$ cat src/design/rfla_pkg.sv
package rfla_pkg;

  localparam int REG_COUNT_DEF = 256;
  localparam int MAP_N         = 256;
  localparam int IDX_W         = 8;
  localparam int LIM_W         = 9;
  localparam int CHUNK_W       = 64;
  localparam int IN_TDATA_W    = 16;
  localparam int OUT_TDATA_W   = 32;
  localparam logic [LIM_W-1:0] ACTIVE_RST = 9'd256;

  typedef enum logic [2:0] {
    MODE_ALLOC   = 3'd0,
    MODE_NAMED   = 3'd1,
    MODE_FREE    = 3'd2,
    MODE_RESERVE = 3'd3,
    MODE_CLEAR   = 3'd4,
    MODE_QUERY   = 3'd5
  } mode_t;

  typedef enum logic [4:0] {
    ST_IDLE = 5'b00001,
    ST_EXEC = 5'b00010,
    ST_TOP  = 5'b00100,
    ST_SCAN = 5'b01000,
    ST_RESP = 5'b10000
  } state_t;

endpackage

$ cat src/design/register_free_list_allocator.sv
// Register number allocator with taken and reserved bitmaps, a LIFO stack of
// freed numbers and an upward scan that never wraps. One transaction is taken
// at a time: in_tready is high only while the sequencer is idle, though a
// finished result may still wait on the output register. Free, named
// allocate, reserve, clear all and query pass through the execute and
// response states before out_tvalid rises. Allocate served from the stack top
// goes through the execute, top and response states. When it scans, the
// 64-bit chunk search unit checks one 64-register chunk at a time, at most 4,
// until it finds a free register or the scan pointer reaches the limit. A
// result that finds the output register still full holds the sequencer until
// out_tready, and in_tready returns in the same cycle that out_tvalid rises.
// active_registers (cfg_wr_data) may only change while the block is idle.
module register_free_list_allocator #(
  parameter int REG_COUNT = rfla_pkg::REG_COUNT_DEF
) (
  input  logic                               clk,
  input  logic                               rst_n,
  input  logic                               cfg_wr_en,
  input  logic [rfla_pkg::LIM_W-1:0]         cfg_wr_data,   // active_registers
  input  logic                               in_tvalid,
  output logic                               in_tready,
  input  logic [rfla_pkg::IN_TDATA_W-1:0]    in_tdata,      // mode[2:0], reg_index[10:3]
  output logic                               out_tvalid,
  input  logic                               out_tready,
  // status[0], granted_reg[8:1], is_taken[9], taken_count[18:10],
  // high_mark[26:19], stack_overflow[27]
  output logic [rfla_pkg::OUT_TDATA_W-1:0]   out_tdata
);
  import rfla_pkg::*;

  localparam int SA_W    = (REG_COUNT > 1) ? $clog2(REG_COUNT) : 1;
  localparam int SD_W    = $clog2(REG_COUNT + 1);
  localparam int LIM_CAP = (REG_COUNT < MAP_N) ? REG_COUNT : MAP_N;
  localparam int OFF_W   = $clog2(CHUNK_W);
  localparam int CH_W    = IDX_W - OFF_W;

  state_t               state_r, state_nxt;
  logic [2:0]           mode_r, mode_nxt;
  logic [IDX_W-1:0]     idx_r, idx_nxt;
  logic                 status_r, status_nxt;
  logic [IDX_W-1:0]     granted_r, granted_nxt;
  logic                 ovf_r, ovf_nxt;
  logic [MAP_N-1:0]     taken_r, taken_nxt;
  logic [MAP_N-1:0]     resv_r, resv_nxt;
  logic [SD_W-1:0]      depth_r, depth_nxt;
  logic [LIM_W-1:0]     scan_start_r, scan_start_nxt;
  logic [LIM_W-1:0]     scan_ptr_r, scan_ptr_nxt;
  logic [IDX_W-1:0]     peak_r, peak_nxt;
  logic [LIM_W-1:0]     live_r, live_nxt;
  logic [LIM_W-1:0]     active_r;
  logic                 out_valid_r, out_valid_nxt;
  logic [OUT_TDATA_W-1:0] out_data_r, out_data_nxt;

  logic [IDX_W-1:0]     stk_mem [REG_COUNT];
  logic [IDX_W-1:0]     rd_data_r;
  logic                 stk_rd, stk_we;
  logic [SD_W-1:0]      depth_m1;

  logic [LIM_W-1:0]     lim;
  logic                 in_range;
  logic                 grant_en;
  logic [IDX_W-1:0]     grant_k;
  logic                 e_in;

  logic [MAP_N-1:0]     free_vec;
  logic [CH_W-1:0]      scan_chunk;
  logic [OFF_W-1:0]     scan_off;
  logic [CHUNK_W-1:0]   scan_word;
  logic [CHUNK_W-1:0]   scan_cand;
  logic                 scan_hit;
  logic [OFF_W-1:0]     scan_sel;
  logic [IDX_W-1:0]     scan_k;
  logic [LIM_W-1:0]     scan_next;

  always_comb begin
    if (active_r > LIM_W'(LIM_CAP)) begin
      lim = LIM_W'(LIM_CAP);
    end else begin
      lim = active_r;
    end
  end

  assign in_range  = {1'b0, idx_r} < lim;
  assign e_in      = {1'b0, rd_data_r} < lim;
  assign depth_m1  = depth_r - SD_W'(1);
  assign in_tready = (state_r == ST_IDLE);

  // chunked lowest-free search
  assign free_vec   = ~taken_r & ~resv_r;
  assign scan_chunk = scan_ptr_r[IDX_W-1:OFF_W];
  assign scan_off   = scan_ptr_r[OFF_W-1:0];
  assign scan_word  = free_vec[scan_chunk*CHUNK_W +: CHUNK_W];
  assign scan_hit   = |scan_cand;
  assign scan_k     = {scan_chunk, scan_sel};
  assign scan_next  = {({1'b0, scan_chunk} + (CH_W+1)'(1)), {OFF_W{1'b0}}};

  always_comb begin
    for (int i = 0; i < CHUNK_W; i++) begin
      scan_cand[i] = scan_word[i] && (OFF_W'(i) >= scan_off) &&
                     ({1'b0, scan_chunk, OFF_W'(i)} < lim);
    end
  end

  always_comb begin
    scan_sel = '0;
    for (int i = CHUNK_W - 1; i >= 0; i--) begin
      if (scan_cand[i]) scan_sel = OFF_W'(i);
    end
  end

  always_comb begin
    state_nxt      = state_r;
    mode_nxt       = mode_r;
    idx_nxt        = idx_r;
    status_nxt     = status_r;
    granted_nxt    = granted_r;
    ovf_nxt        = ovf_r;
    taken_nxt      = taken_r;
    resv_nxt       = resv_r;
    depth_nxt      = depth_r;
    scan_start_nxt = scan_start_r;
    scan_ptr_nxt   = scan_ptr_r;
    peak_nxt       = peak_r;
    live_nxt       = live_r;
    out_valid_nxt  = out_valid_r;
    out_data_nxt   = out_data_r;
    stk_rd         = 1'b0;
    stk_we         = 1'b0;
    grant_en       = 1'b0;
    grant_k        = '0;

    if (out_valid_r && out_tready) out_valid_nxt = 1'b0;

    unique case (state_r)
      ST_IDLE: begin
        if (in_tvalid) begin
          mode_nxt    = in_tdata[2:0];
          idx_nxt     = in_tdata[10:3];
          status_nxt  = 1'b1;
          granted_nxt = '0;
          ovf_nxt     = 1'b0;
          state_nxt   = ST_EXEC;
        end
      end
      ST_EXEC: begin
        state_nxt = ST_RESP;
        unique case (mode_r)
          MODE_ALLOC: begin
            scan_ptr_nxt = scan_start_r;
            if (depth_r != '0) begin
              stk_rd    = 1'b1;
              state_nxt = ST_TOP;
            end else begin
              state_nxt = ST_SCAN;
            end
          end
          MODE_NAMED: begin
            if (in_range && !taken_r[idx_r] && !resv_r[idx_r]) begin
              grant_en   = 1'b1;
              grant_k    = idx_r;
              status_nxt = 1'b0;
            end
          end
          MODE_FREE: begin
            if (in_range && taken_r[idx_r] && !resv_r[idx_r]) begin
              taken_nxt[idx_r] = 1'b0;
              if (live_r != '0) live_nxt = live_r - LIM_W'(1);
              if (depth_r < SD_W'(REG_COUNT)) begin
                stk_we    = 1'b1;
                depth_nxt = depth_r + SD_W'(1);
              end else begin
                ovf_nxt = 1'b1;
              end
              status_nxt = 1'b0;
            end
          end
          MODE_RESERVE: begin
            if (in_range) begin
              resv_nxt[idx_r] = 1'b1;
              if (taken_r[idx_r]) begin
                taken_nxt[idx_r] = 1'b0;
                if (live_r != '0) live_nxt = live_r - LIM_W'(1);
              end
              status_nxt = 1'b0;
            end
          end
          MODE_CLEAR: begin
            taken_nxt      = '0;
            resv_nxt       = '0;
            depth_nxt      = '0;
            scan_start_nxt = '0;
            peak_nxt       = '0;
            live_nxt       = '0;
            status_nxt     = 1'b0;
          end
          MODE_QUERY: begin
            status_nxt = !in_range;
          end
          default: begin
          end
        endcase
      end
      ST_TOP: begin
        if (e_in && resv_r[rd_data_r]) begin
          state_nxt = ST_SCAN;
        end else if (e_in && !taken_r[rd_data_r]) begin
          depth_nxt   = depth_m1;
          grant_en    = 1'b1;
          grant_k     = rd_data_r;
          granted_nxt = rd_data_r;
          status_nxt  = 1'b0;
          state_nxt   = ST_RESP;
        end else begin
          depth_nxt = depth_m1;
          state_nxt = ST_SCAN;
        end
      end
      ST_SCAN: begin
        if (scan_ptr_r >= lim) begin
          state_nxt = ST_RESP;
        end else if (scan_hit) begin
          grant_en       = 1'b1;
          grant_k        = scan_k;
          granted_nxt    = scan_k;
          scan_start_nxt = {1'b0, scan_k} + LIM_W'(1);
          status_nxt     = 1'b0;
          state_nxt      = ST_RESP;
        end else begin
          scan_ptr_nxt = scan_next;
        end
      end
      ST_RESP: begin
        if (!out_valid_r || out_tready) begin
          out_valid_nxt = 1'b1;
          out_data_nxt  = {4'd0, ovf_r, peak_r, live_r,
                           in_range && taken_r[idx_r], granted_r, status_r};
          state_nxt     = ST_IDLE;
        end
      end
      default: state_nxt = ST_IDLE;
    endcase

    if (grant_en) begin
      taken_nxt[grant_k] = 1'b1;
      live_nxt           = live_r + LIM_W'(1);
      if (grant_k > peak_r) peak_nxt = grant_k;
    end
  end

  always_ff @(posedge clk) begin
    if (stk_we) stk_mem[depth_r[SA_W-1:0]] <= idx_r;
    if (stk_rd) rd_data_r <= stk_mem[depth_m1[SA_W-1:0]];
  end

  always_ff @(posedge clk) begin
    if (!rst_n) begin
      state_r      <= ST_IDLE;
      taken_r      <= '0;
      resv_r       <= '0;
      depth_r      <= '0;
      scan_start_r <= '0;
      peak_r       <= '0;
      live_r       <= '0;
      active_r     <= ACTIVE_RST;
      out_valid_r  <= 1'b0;
    end else begin
      state_r      <= state_nxt;
      taken_r      <= taken_nxt;
      resv_r       <= resv_nxt;
      depth_r      <= depth_nxt;
      scan_start_r <= scan_start_nxt;
      peak_r       <= peak_nxt;
      live_r       <= live_nxt;
      out_valid_r  <= out_valid_nxt;
      if (cfg_wr_en) active_r <= cfg_wr_data;
    end
  end

  always_ff @(posedge clk) begin
    mode_r     <= mode_nxt;
    idx_r      <= idx_nxt;
    status_r   <= status_nxt;
    granted_r  <= granted_nxt;
    ovf_r      <= ovf_nxt;
    scan_ptr_r <= scan_ptr_nxt;
    out_data_r <= out_data_nxt;
  end

  assign out_tvalid = out_valid_r;
  assign out_tdata  = out_data_r;

  a_accept_exec: assert property (@(posedge clk) disable iff (!rst_n)
    in_tvalid && in_tready |=> state_r == ST_EXEC)
    else $error("accepted transaction did not start execution");

  a_depth_bound: assert property (@(posedge clk) disable iff (!rst_n)
    depth_r <= SD_W'(REG_COUNT))
    else $error("free stack depth beyond capacity");

  a_fail_no_grant: assert property (@(posedge clk) disable iff (!rst_n)
    out_valid_r && out_data_r[0] |-> out_data_r[8:1] == '0)
    else $error("failed transaction carries a granted register");

  a_scan_grant: assert property (@(posedge clk) disable iff (!rst_n)
    state_r == ST_SCAN && scan_ptr_r < lim && scan_hit |=> taken_r[$past(scan_k)])
    else $error("scan hit did not mark the register taken");

  a_resp_idle: assert property (@(posedge clk) disable iff (!rst_n)
    state_r == ST_RESP && (!out_valid_r || out_tready) |=> out_valid_r && state_r == ST_IDLE)
    else $error("result not loaded into output register");

endmodule

$ cat config.mk
export PLATFORM = sky130hd
export DESIGN_NAME = register_free_list_allocator
export DESIGN_NICKNAME = d
export VERILOG_FILES = /design/src/design/rfla_pkg.sv /design/src/design/register_free_list_allocator.sv
export SDC_FILE = /design/constraint.sdc
export NUM_CORES = 2
export LEC_CHECK = 0
export CAP_MARGIN = 5
export CORE_MARGIN = 2
export CORE_UTILIZATION = 41
export CTS_CLUSTER_DIAMETER = 80
export DETAILED_ROUTE_END_ITERATION = 10
export DONT_BUFFER_PORTS = 1
export PLACE_DENSITY_LB_ADDON = 0.15
export SYNTH_ARGS = -nofsm -noshare
export SYNTH_HDL_FRONTEND = slang
export SYNTH_SLANG_ARGS = --single-unit
$ cat constraint.sdc
create_clock -name clk -period 7.6 [get_ports clk]
set_input_delay 1.14 -clock clk [delete_from_list [all_inputs] [get_ports clk]]
set_output_delay 1.14 -clock clk [all_outputs]
set_load 0.02 [all_outputs]
Word level (Yosys, flattened, before mapping). Memory sizes are Yosys's and may differ from the RTL's. A register that Yosys moved wholly into a read port is not among the register bits. Index checks and enable logic that the tools add are counted.

Memory bits (writable): 2048. Word-level logic and storage cells: 534. Input port bits: 30. Memories kept: 1. Flip-flop bits (word level): 620.

Add/sub/neg operators: 6. Bitwise gates (word level): 7. Shifts and indexed selects: 1. Mux-type cells: 165. $lt $le $gt $ge: 139. Reduce and logical (&&, ||, !) cells: 166. Equality and inequality tests: 33.

Memories: stk_mem (words 256, width 8, read ports 1, clocked after memory_dff 1, write ports 1, RTL line register_free_list_allocator.sv:54) `logic [IDX_W-1:0] stk_mem [REG_COUNT];`.

Operator list (number): $mux 256 (6); $not 256->256 (3); $pmux 256 s3 (1); $lt 8x9->1 (66); $and 256x256->256 (2); $or 256x256->256 (2); $pmux 256 s2 (1); $mux 6 (64); $shiftx 256x9->64 (1); $ge 6x6->1 const A (32); $mux 9 (16); $logic_and 1x1->1 (137); $mux 8 (15); $ge 5x6->1 const A (16); $pmux 9 s2 (4); $reduce_or 64->1 (1); $ge 4x6->1 const A (8); $pmux 8 s3 (2); $mux 1 (36); $mux 5 (7); $bmux 1 s8 (4); $lt 8x9->1 const B (3); $pmux 9 s3 (1); $pmux 5 s5 (1); other kinds (44) (88).

Longest topological paths before layout.
Word-level depth: 78. Gate-level depth with buffers: 32.

Worst setup path before layout. Ideal clock, no wire load.

Path type: register to register. Start: reg idx_r[6]. End: reg peak_r[7]. Arrival time: 8.157 ns. Library setup time: 0.115 ns. Cell stages (with the launch flop): 23. Clock period less this slack: 8.272 ns. Buffers on the path: 1. Slack: -0.672 ns. Data required time: 7.485 ns. Cell sequence: edfxtp_1 > clkinv_1 > nor3_1 > a221oi_1 > nor2_1 > o41ai_2 > nand4b_2 > nor3_4 > and2_1 > a2111o_1 > ha_1 > nor2b_1 > o21a_1 > o21ai_0 > nand2b_1 > a21oi_1 > nor2_1 > a211oi_1 > a21oi_1 > o31ai_1 > clkbuf_1 > o21ai_0 > and2_1.

Word-level cells in the longest chain between the ends: 11.

RTL lines: from (decl) (RTL line register_free_list_allocator.sv:39) `logic [IDX_W-1:0] idx_r, idx_nxt;`; from (signal assigned) (RTL line register_free_list_allocator.sv:281) `idx_r <= idx_nxt;`; $bmux 1 s8 (RTL line register_free_list_allocator.sv:158) `if (in_range && !taken_r[idx_r] && !resv_r[idx_r]) begin`; $mux 1 (implied by the code) (RTL line register_free_list_allocator.sv:158); $logic_not 1->1 (RTL line register_free_list_allocator.sv:158); $logic_and 1x1->1 (2 in series) (RTL line register_free_list_allocator.sv:158); $mux 8 (RTL line register_free_list_allocator.sv:158); $mux 8 (RTL line register_free_list_allocator.sv:147) `unique case (mode_r)`; $pmux 8 s3 (RTL line register_free_list_allocator.sv:134) `unique case (state_r)`; $gt 8x8->1 (RTL line register_free_list_allocator.sv:246) `if (grant_k > peak_r) peak_nxt = grant_k;`; $mux 8 (RTL line register_free_list_allocator.sv:246); $mux 8 (*) (RTL line register_free_list_allocator.sv:243) `if (grant_en) begin`; to (signal assigned) (RTL line register_free_list_allocator.sv:272) `peak_r <= peak_nxt;`; to (decl) (RTL line register_free_list_allocator.sv:48) `logic [IDX_W-1:0] peak_r, peak_nxt;`.

Mark *: on every way between the ends. The rest lies on a longest branch, timed or not. The select of a mux whose other input is x is not followed. A chain may end at the register's enable or synchronous reset.

Final worst setup path.
Start: reg rd_data_r[2] (read register of stk_mem). End: reg taken_r[106].

Word-level cells in the longest chain between the ends: 13.

RTL lines: from (decl) (RTL line register_free_list_allocator.sv:55) `logic [IDX_W-1:0] rd_data_r;`; $bmux 1 s8 (RTL line register_free_list_allocator.sv:206) `end else if (e_in && !taken_r[rd_data_r]) begin`; $mux 1 (implied by the code) (RTL line register_free_list_allocator.sv:206); $logic_not 1->1 (RTL line register_free_list_allocator.sv:206); $logic_and 1x1->1 (RTL line register_free_list_allocator.sv:206); $mux 8 (RTL line register_free_list_allocator.sv:206); $mux 8 (RTL line register_free_list_allocator.sv:204) `if (e_in && resv_r[rd_data_r]) begin`; $pmux 8 s3 (RTL line register_free_list_allocator.sv:134); $lt 8x9->1 (implied by the code) or $ge 8x1->1 (tied branches) (RTL line register_free_list_allocator.sv:244) `taken_nxt[grant_k] = 1'b1;`; $logic_and 1x1->1 (implied by the code) (RTL line register_free_list_allocator.sv:244); $mux 1 (implied by the code) (RTL line register_free_list_allocator.sv:244); $demux 1 s8 (RTL line register_free_list_allocator.sv:244); $or 256x256->256 (no line); $mux 256 (*) (RTL line register_free_list_allocator.sv:243); to (signal assigned) (RTL line register_free_list_allocator.sv:268) `taken_r <= taken_nxt;`; to (decl) (RTL line register_free_list_allocator.sv:43) `logic [MAP_N-1:0] taken_r, taken_nxt;`.

Marked as above.

==> reports/results.ini <==
[outcome]
outcome=complete, but fails checks
violations=capacitance limit

[critical_path]
critPathMaxFanout=27
end_kind=flip-flop
arrival_ns=7.95
ff2ff_path_depth=14
startpoint=rd_data_r[2]
reg2reg_to=taken_r[106]
reg2reg_slack_ns=0.45
startpoint_type=flip-flop
critPathMaxStageDelay_ns=1.19
rr_startpoint=rd_data_r[2]
required_ns=8.39
crit_end=taken_r[106]
crit_chain=nor2b_4, buf_12, a22oi_1, nand2_1, o31ai_1, o41ai_1, buf_4, nand3b_1, nor3_1, or2_2, a2111oi_4, and2b_2, nand2_2, o21ai_0
crit_type=reg2reg
crit_slowest_cell=nor2b_4

[clock_network]
cts-root-buf=clkbuf_16
cts_resized=0
cts_setup_buffers=0
clock_sinks=2676
h-tree-depth=5
clk_latency_ns=0.93
max-clock-path-buffers=4
cts_hold_buf=0
cts_made_buffers=301
clkTransAtPathRegs_ns=0.06
tritoncts=done

[routing]
drt-pass1-iter-count=8
vias=76800
drt_iter0_drc=9577
drc=0
antenna_left=0
avgViaCountPerCell=6.35
wl_per_cell_um=33.8
routed_wl_um=409000

[timing]
fmax_ghz=0.140
hold_viol=0
worst_slew_pin_slew_ns=1.48
setup_viol=0
slew_headroom_pct=0.491
layout_min_cycle_time_ns=7.15
fin_skew_ns=0.0635
rsz0062_at_grt=no
period_share_pct=94.1
maxSlewViolCount=0

[synth]
yosys_warnings=0
ys_ff_latch=2676
yosysTopAreaCell=edfxtp_1
synth-seq-area-share_pct=63.2
syn-instance-count=7801
synth_flop_cell=edfxtp_1
synth_edf_count=2114
yosys-top-cells-area=edfxtp_1, mux4_2, dfxtp_1
synthDominantCellAreaShare_pct=53.7
synth_cell_types=115
synth_area_um2=118000
synth_common_cells=edfxtp_1, mux4_2, nor2_1, a21oi_1, dfxtp_1
avgSynthCellArea_um2=15.2
async_reset_ff_share_pct=0
yosysMostFrequentCell=edfxtp_1

[die]
start_util_pct=41.1
ioPinCount=64
die_area_um2=293000
coreArea_um2=287000
dieHeight_um=541
dieWidth_um=541
num_rows=197

[power_and_ir_drop]
ir_drop_mv=0.197
powerDensity_nw_per_um2=235
p_leak_nw=43.0

[global_route]
grtUsageTotal_pct=27.4
grt_overflow=0
grt_pass1_vias=75000
antenna_found_initial=21
grt_max_degree=276
grt_pass1_wl_um=577000

[hold_path]
hp-start=in_tdata[5]
hp-class=in2reg
holdPathStages=0

[layout]
drive_gt1_share_pct=24.8
fin_util_pct=47.1
nNetsFinal=8140
final_area_um2=135000
synthToLayoutAreaGrowth_pct=14.5

[placement]
place_congestion=0.999
dpl-instance-area_um2=126000
io_buffers=0
dpl.hpwl_um=259000

[flow_run]
maxCapViolCount=1

==> worst min path at each step <==
stage / end / slack [ns]
after detailed placement: out_tdata[7] / 0.41
final: idx_r[2] / 0.34
after CTS: idx_r[1] / 0.29
after floorplan: out_tdata[0] / 0.40
after global routing: idx_r[1] / 0.32
after global placement: out_tdata[1] / 0.41
==> per-stage QoR <==
stage                     cells  setup TNS, ns  setup slack (ns)  hold WS [ns]  power (W)
after floorplan            7804         -16.02            -0.551         0.400     0.0170
after global placement    11500              0             0.850         0.411     0.0175
after detailed placement  11500              0             0.861         0.406     0.0175
after CTS                 12100              0             0.834         0.287     0.0320
after global routing      12100              0             0.465         0.319     0.0326
final                     12100              0             0.448         0.337     0.0318
==> power breakdown <==
group / total [W] / switching, W / internal (W) / leakage [nW]
Sequential: 0.0159 / 0.0000511 / 0.0159 / 23.5
Clock: 0.0145 / 0.00611 / 0.00843 / 4.79
Combinational: 0.00131 / 0.000952 / 0.000358 / 14.7
Total: 0.0318 / 0.00712 / 0.0247 / 43.0
==> flip-flops by register name, indices dropped and copies added, names as in the netlist, 28 cells and up <==
name,flops
taken_r,256
out_tdata,28
stk_mem,2048
resv_r,256
==> layer usage <==
layer  track usage [%]  wire (um)  vias up
met1              36.2     159000    40000
met5                 0         27        -
met3              4.94      33000      989
met4              14.1      24300        4
li1                  -          -    31900
met2              43.5     192000     3988
==> layout make-up <==
type,count,area [um^2]
sequential,2676,74700
tap,3781,4730
inverter,43,161
clock buffer,386,8150
timing repair buffer,604,5000
fill,24800,152000
antenna,13,32.5
multi-input combinational,4442,41000
clock inverter,157,1620
==> kinds of logic after synthesis <==
kind of cell               count (synthesis)  synth area share (%)
other                                      1               0.00317
AOI/OAI and AO/OA                       1671                  8.89
adders and majority gates                 42                 0.444
xor gates and xnor gates                  11                0.0815
buffers and inverters                    686                  2.49
and+or+nand+nor                         1609                  6.31
DFF                                     2676                  63.2
muxes                                   1105                  18.6
==> critical path, delay by kind of cell (launching register included) <==
kind	cells	cell delay, ns
buffers and inverters	2	0.47
AO/OA/AOI/OAI	5	1.16
AND/OR/NAND/NOR	7	4.46
flip-flops	1	0.87
==> cells in the final DEF (no fill, tap or decap), types with 47 or more instances in the layout <==
cell type,n
clkinv_2,47
nor2_1,790
buf_4,566
o21ai_0,234
mux2i_1,224
clkbuf_16,308
clkbuf_1,60
a21oi_1,633
o211ai_1,257
o31ai_1,63
nand3_1,104
a22oi_1,98
o21ai_1,58
edfxtp_1,2114
nor3_1,115
nand2_1,224
dfxtp_1,561
a211oi_1,58
clkinv_1,54
mux4_2,871
Note: power is estimated with default switching activity, not from simulation.
